### config.mk
export PLATFORM = sky130hd
export DESIGN_NAME = atlb_ctrl
export DESIGN_NICKNAME = d
export VERILOG_FILES = /design/src/atlb_pkg.sv /design/src/atlb_ctrl.sv
export VERILOG_INCLUDE_DIRS = /design/src /design/src/src
export SDC_FILE = /design/constraint.sdc
export NUM_CORES = 1
export LEC_CHECK = 0
export ABC_CLOCK_PERIOD_IN_PS = 1300
export BUFFER_PORTS_ARGS = -buffer_cell sky130_fd_sc_hd__clkbuf_2
export CAP_MARGIN = 10
export CELL_PAD_IN_SITES_DETAIL_PLACEMENT = 1
export CELL_PAD_IN_SITES_GLOBAL_PLACEMENT = 1
export CORE_AREA = 3 3 40 42
export DETAILED_ROUTE_END_ITERATION = 16
export DIE_AREA = 0 0 43 45
export GPL_ROUTABILITY_DRIVEN = 1
export PLACE_DENSITY = 0.46
export SKIP_LAST_GASP = 1
export SYNTH_ARGS = -nofsm -noshare
export SYNTH_HDL_FRONTEND = slang
export SYNTH_SLANG_ARGS = --single-unit
### constraint.sdc
create_clock -name clock -period 1.3 [get_ports clock]
set_input_delay 0.13 -clock clock [delete_from_list [all_inputs] [get_ports clock]]
set_output_delay 0.13 -clock clock [all_outputs]
set_load 0.01 [all_outputs]
### src/assoc_tlb_lru_macros.svh
// ----------------------------------------------------------------------------
// Assertion macros for the associative TLB
// Clocked property checks that compile away when ASSERT_OFF is defined.
// ----------------------------------------------------------------------------
`ifndef ASSOC_TLB_LRU_MACROS_SVH
`define ASSOC_TLB_LRU_MACROS_SVH

`ifndef ASSERT_OFF
`define ATLB_ASSERT(label, clk, rst, prop, msg) \
   label: assert property (@(posedge clk) disable iff (rst) (prop)) else $error(msg);
`define ATLB_ASSERT_NORST(label, clk, prop, msg) \
   label: assert property (@(posedge clk) (prop)) else $error(msg);
`else
`define ATLB_ASSERT(label, clk, rst, prop, msg)
`define ATLB_ASSERT_NORST(label, clk, prop, msg)
`endif

`endif

### src/atlb_pkg.sv
// ----------------------------------------------------------------------------
// atlb_pkg
// Types and constants shared by the associative TLB modules.
// ----------------------------------------------------------------------------
package atlb_pkg;

   localparam int ENTRIES  = 64;
   localparam int IDX_W    = $clog2(ENTRIES);
   localparam int N_W      = $clog2(ENTRIES + 1);
   localparam int CNT_W    = 7;
   localparam int EXT_W    = (N_W > CNT_W) ? N_W : CNT_W;
   localparam int RANK_W   = 7;
   localparam logic [RANK_W-1:0] RANK_MAX = 7'd127;
   localparam int PAGE_W   = 32;
   localparam int ASID_W   = 8;
   localparam int CMD_W    = 2;
   localparam int SLOT_W   = 6;
   localparam int GRP      = 8;
   localparam int NGRP     = (ENTRIES + GRP - 1) / GRP;
   localparam int CSR_IDX_W  = 1;
   localparam int CSR_DATA_W = 7;

   localparam logic [CSR_IDX_W-1:0] CSR_ENTRIES_IN_USE = 1'b0;
   localparam logic [CSR_IDX_W-1:0] CSR_MATCH_ASID     = 1'b1;

   typedef enum logic [CMD_W-1:0] {
      CMD_LOOKUP = 2'd0,
      CMD_INSERT = 2'd1,
      CMD_FLUSH  = 2'd2
   } cmd_type;

   typedef enum logic [1:0] {
      S_IDLE   = 2'd0,
      S_SCAN   = 2'd1,
      S_PICK   = 2'd2,
      S_COMMIT = 2'd3
   } state_type;

   typedef struct packed {
      logic capture;
      logic scan;
      logic pick;
      logic commit;
   } dp_cmd_type;

   typedef struct packed {
      logic rsp_free;
   } dp_status_type;

endpackage

### src/atlb_ctrl.sv
// ----------------------------------------------------------------------------
// atlb_ctrl
// Sequencer that steps each request through scan, pick and commit.
// ----------------------------------------------------------------------------
`include "assoc_tlb_lru_macros.svh"

module atlb_ctrl
   import atlb_pkg::*;
(
   input  logic          clock,
   input  logic          reset,
   input  logic          req_tvalid,
   output logic          req_tready,
   input  dp_status_type status,
   output dp_cmd_type    cmd
);

   state_type state_ff, state_in;

   always_comb begin
      state_in = state_ff;
      unique case (state_ff)
         S_IDLE:   if (req_tvalid) state_in = S_SCAN;
         S_SCAN:   state_in = S_PICK;
         S_PICK:   state_in = S_COMMIT;
         S_COMMIT: if (status.rsp_free) state_in = S_IDLE;
         default:  state_in = S_IDLE;
      endcase
   end

   always_comb begin
      req_tready  = (state_ff == S_IDLE);
      cmd.capture = (state_ff == S_IDLE) && req_tvalid;
      cmd.scan    = (state_ff == S_SCAN);
      cmd.pick    = (state_ff == S_PICK);
      cmd.commit  = (state_ff == S_COMMIT) && status.rsp_free;
   end

   always_ff @(posedge clock) begin
      if (reset) begin
         state_ff <= S_IDLE;
      end else begin
         state_ff <= state_in;
      end
   end

   `ATLB_ASSERT(a_accept_to_scan, clock, reset,
                (req_tvalid && req_tready) |=> (state_ff == S_SCAN),
                "accepted request did not start a scan")
   `ATLB_ASSERT(a_one_step, clock, reset,
                $onehot0({cmd.capture, cmd.scan, cmd.pick, cmd.commit}),
                "more than one datapath step in a cycle")
   `ATLB_ASSERT(a_commit_free, clock, reset,
                cmd.commit |-> status.rsp_free,
                "commit while the result register is occupied")

endmodule

## Yosys cells after proc, flatten, opt, wreduce, memory -nomap -nowiden

Index checks and enable logic that the tools add are counted.

| word-level totals | value |
|---|---|
| output and inout port bits | 5 |
| register bits after elaboration | 2 |
| input port bits | 4 |

| cells by class | value |
|---|---|
| reduce and logical (&&, ||, !) cells | 4 |
| eq/ne operators | 5 |
| muxes and demuxes | 3 |

Operators by type and width:

| cell | number |
|---|---|
| $pmux W2 S4 | 1 |
| $eq A2 B2 Y1 const B | 2 |
| $mux W2 | 2 |
| $ne A2 B2 Y1 const B | 2 |
| $eq A2 B1 Y1 const B | 1 |
| $logic_and A1 B1 Y1 | 2 |
| $logic_not A2 Y1 | 1 |
| $reduce_and A2 Y1 | 1 |

## Depth between registers and ports, before layout

| depth | value |
|---|---|
| depth in word-level cells | 3 |
| gate-level depth with buffers | 4 |
| gate-level depth less buffers | 4 |

## Worst setup path before layout

OpenSTA, ideal clock, no wires.

| timing path | value |
|---|---|
| kind | reg-to-reg |
| from | register state_ff[0] |
| to | register state_ff[0] |
| data arrival time | 1.148 ns |
| path slack | 0.036 ns |
| setup time | 0.116 ns |
| data required time | 1.184 ns |
| period minus slack after synthesis | 1.264 ns |
| cell stages (with the launch flop) | 5 |
| cells stage by stage | dfxtp_1 inv_1 ha_1 or3_1 o211a_1 |

| on the way | value |
|---|---|
| word-level cells in the longest chain between the ends | 3 |

RTL lines:

| item | line | RTL |
|---|---|---|
| from (decl) | atlb_ctrl.sv:18 | `state_type state_ff, state_in;` |
| from (signal assigned) | atlb_ctrl.sv:43 | `state_ff <= state_in;` |
| $logic_not A2 Y1 (*) | - |  |
| via req_tready | atlb_ctrl.sv:13 | `output logic req_tready,` |
| $ne A2 B2 Y1 (no line) | - |  |
| $reduce_and A2 Y1 (no line) | - |  |

Mark *: on every way through the listed nets, which the timed path passes. The rest lies on a longest branch.
A chain may end at the register's enable or synchronous reset.

==> results by group <==
Status
  • Status: finished, final reports clean

STA
  • Worst rel slew slack: a little over four fifths
  • Fin. Hold Viols: 0
  • Final TNS setup: 0 ns
  • Final Skew: 0.000938 ns
  • Fin. max-slew vios: 0
  • Tightest Pin Transition: between 0.2 and 0.25 ns
  • RSZ-0062 raised after global routing: no
  • Final min period: 1.25 ns
  • Setup-failing EPs final: 0
  • Crit share post-route: between 90% and 100%
  • Max Fclk: ~0.8 GHz

Pwr
  • Clk pwr share: 21.5%
  • Pleak: 0.172 nW
  • Internal: approximately 0.00041 W
  • Switch Pwr: 0.000210 W
  • PwrDens: a little under 2000 nW/um^2
  • Peak supply drop: approximately 0.7 mV
  • Total power: between 0.0006 and 0.0007 W
  • Gate power share: about 57%
  • Sequential Power Share: 21.2%
  • Switching share of power: between 30% and 40%

Floorplanning
  • CORE AREA: roughly 1300 sq um
  • Die Wd: around 43 microns
  • Initial core utilization: 13.3%
  • Die H: approximately 45 microns
  • IO Pins: 9
  • Site row count: 13
  • DIE AREA: 1940 sq um

Logic synthesis
  • Yosys warning count: 0
  • Yosys top cell by area: ha_1
  • Yosys top cell area share: 29.2%
  • Sequential-to-total area share from yosys stat: roughly a quarter
  • Synth Register Bits: 2
  • Number of distinct library cells after synthesis: 11
  • Mapped Cells: 19
  • Post-Syn Area: 171 sq um
  • Syn_area_per_cell: 9.02 sq um
  • Synthesized net count: 27
  • Ranking of synthesized cells by area: ha_1 (29%), dfxtp_1 (23%), inv_1 (8.8%)

Critical path
  • Crit Path Category: reg2out
  • Reg2Reg Capture Point: state_ff[0]
  • Slowest-stage cell, CP: dfxtp_4
  • CP startpoint kind: register
  • Max incr delay on CP: ~0.35 ns
  • Reg2reg start: state_ff[0]
  • Reg2Reg Depth: 4
  • CP required: 1.17 ns
  • Family with the most delay on the worst path: buffers and inverters
  • Crit-path max FO: 4
  • Critical path, cell by cell: buf_4 > buf_4 > ha_1 > clkbuf_2
  • R2R setup slack: approximately 0.070 ns
  • Crit path capture type: output port
  • Crit path arrival time: ~1.1 ns
  • Buffers & Inverters on Critical Path: 3
  • Worst path most repeated cell: buf_4

Finish
  • Share of cells above drive strength 1: around 68%
  • Max reg flops: 2
  • Area occupied by registers: around 48 sq um
  • Area grow syn2layout: 86.9%
  • Biggest regs: state_ff: 2 flops
  • Area of the multi-input gates: roughly 130 sq um
  • Fillers: 152
  • Utilization after layout: about a quarter
  • Nets: between 40 and 50
  • Leading cell type in the layout, fill and taps excluded: clkbuf_2
  • Number of diodes: 0
  • Largest register by flop count: state_ff
  • Most frequent cells in the layout: clkbuf_2 (7), ha_1 (3), clkbuf_4 (3), buf_4 (3)

Global route
  • Overflow after GRT: 0
  • Largest net degree at the start of global routing: 5
  • First-pass GRT wire length: around 800 microns
  • Total GRT Usage: around 6%
  • Initial antenna violation count: 0
  • Vias in the first global route: 200

Route
  • Pre-antenna DRT Iters: 4
  • Initial DRC Count: 2
  • Routed Antenna Nets: 0
  • Post-route DRC: 0
  • WL final: 403 microns
  • Wire length per cell: around 8.2 microns
  • Vias per cell: 3.67
  • Routed vias: 180

Clock network
  • Clk root buf: clkbuf_4
  • CTS H-Tree Depth: 1
  • Clock slew at reported path FFs: 0.03 ns
  • Clk buf depth: 2
  • CTS tree: yes
  • Worst-skew pair later-pin latency: around 0.22 ns
  • CTS Buf Count: 3
  • Clk sinks: 2
  • Hold buffer count at cts: 0

Run
  • Maxcap violations: 0

Placed design
  • Port bufs: 8
  • Placer congestion estimate: approximately 0.63

Worst hold path
  • Cell depth of the worst hold path: 3
  • Hold/Removal Path Class: in2reg
  • Hold_sp: reset
  • Hold path endpoint: state_ff[0]
[cell usage after synthesis (all sizes together)]
| cell type | n |
|---|---|
| ha | 4 |
| o211a | 1 |
| mux2i | 1 |
| dfxtp | 2 |
| or3 | 1 |
| nand2 | 2 |
| a21oi | 1 |
| inv | 4 |
| and2 | 2 |
| nor2b | 1 |
[repair_timing]
item | in CTS | in global routing
endpoints found under the setup margin | 2 | 1
pin swaps | 0 | 1
gates resized for setup | 6 | 8
setup buffers | 2 | 1
[kinds of logic (layout without fill, tap and decap cells)]
kind of cell    count (synthesis)  count (layout)  share of synthesized area, %
buf+inv                         4              19                          8.76
compound gates                  2               2                          8.76
flops                           2               2                          23.4
mux                             1               1                          5.84
fa+ha+maj                       4               4                          29.2
simple gates                    6               6                          24.1
[worst max path at each step]
stage | startpoint | to | slack [ns] | depth (start not counted)
6_report | state_ff[0] | cmd[2] | 0.05 | 4
5_1_grt | state_ff[0] | cmd[2] | 0.003 | 4
4_1_cts | state_ff[1] | cmd[3] | 0.003 | 5
3_5_place_dp | state_ff[0] | state_ff[1] | -0.01 | 5
3_3_place_gp | state_ff[0] | state_ff[1] | 0.03 | 5
2_1_floorplan | state_ff[0] | state_ff[0] | 0.04 | 4
[through the flow]
stage / instances / area, sq um / hold WS, ns / setup slack, ns
final: 49 / 320 / 0.184 / 0.0466
after global placement: 43 / 238 / 0.414 / 0.0269
after floorplan: 19 / 171 / 0.310 / 0.0362
after CTS: 48 / 290 / 0.178 / 0.00340
after detailed placement: 43 / 238 / 0.425 / -0.0118
after global routing: 49 / 320 / 0.209 / 0.00330
[cell type report]
| cell class | instances | area share (%) |
|---|---|---|
| tap | 15 | 5.86 |
| clock buffer | 3 | 7.03 |
| sequential | 2 | 14.8 |
| timing repair buffer | 12 | 25.0 |
| inverter | 4 | 6.25 |
| multi-input combinational | 13 | 41.0 |
[worst reg2reg max path, delay by kind of cell (launching register included)]
| family | cells | cell delay [ns] |
|---|---|---|
| compound gates | 1 | 0.13 |
| simple gates | 2 | 0.44 |
| flops | 1 | 0.35 |
| fa+ha+maj | 1 | 0.21 |
[metal layers]
metal  wire, microns  global-route usage [%]
met1             179                    5.76
met2             178                    8.08
met4               0                    7.23
met5               0                       0
met3              45                    3.19
[power by group through the flow]
stage                     registers (W)  logic, W  clock network [W]
after global routing           0.000139  0.000408           0.000145
final                          0.000131  0.000356           0.000133
after detailed placement       0.000111  0.000250                  0
after floorplan                0.000104  0.000154                  0
after CTS                      0.000117  0.000308           0.000145
after global placement         0.000107  0.000249                  0
Power figures use the tool's default switching activity.
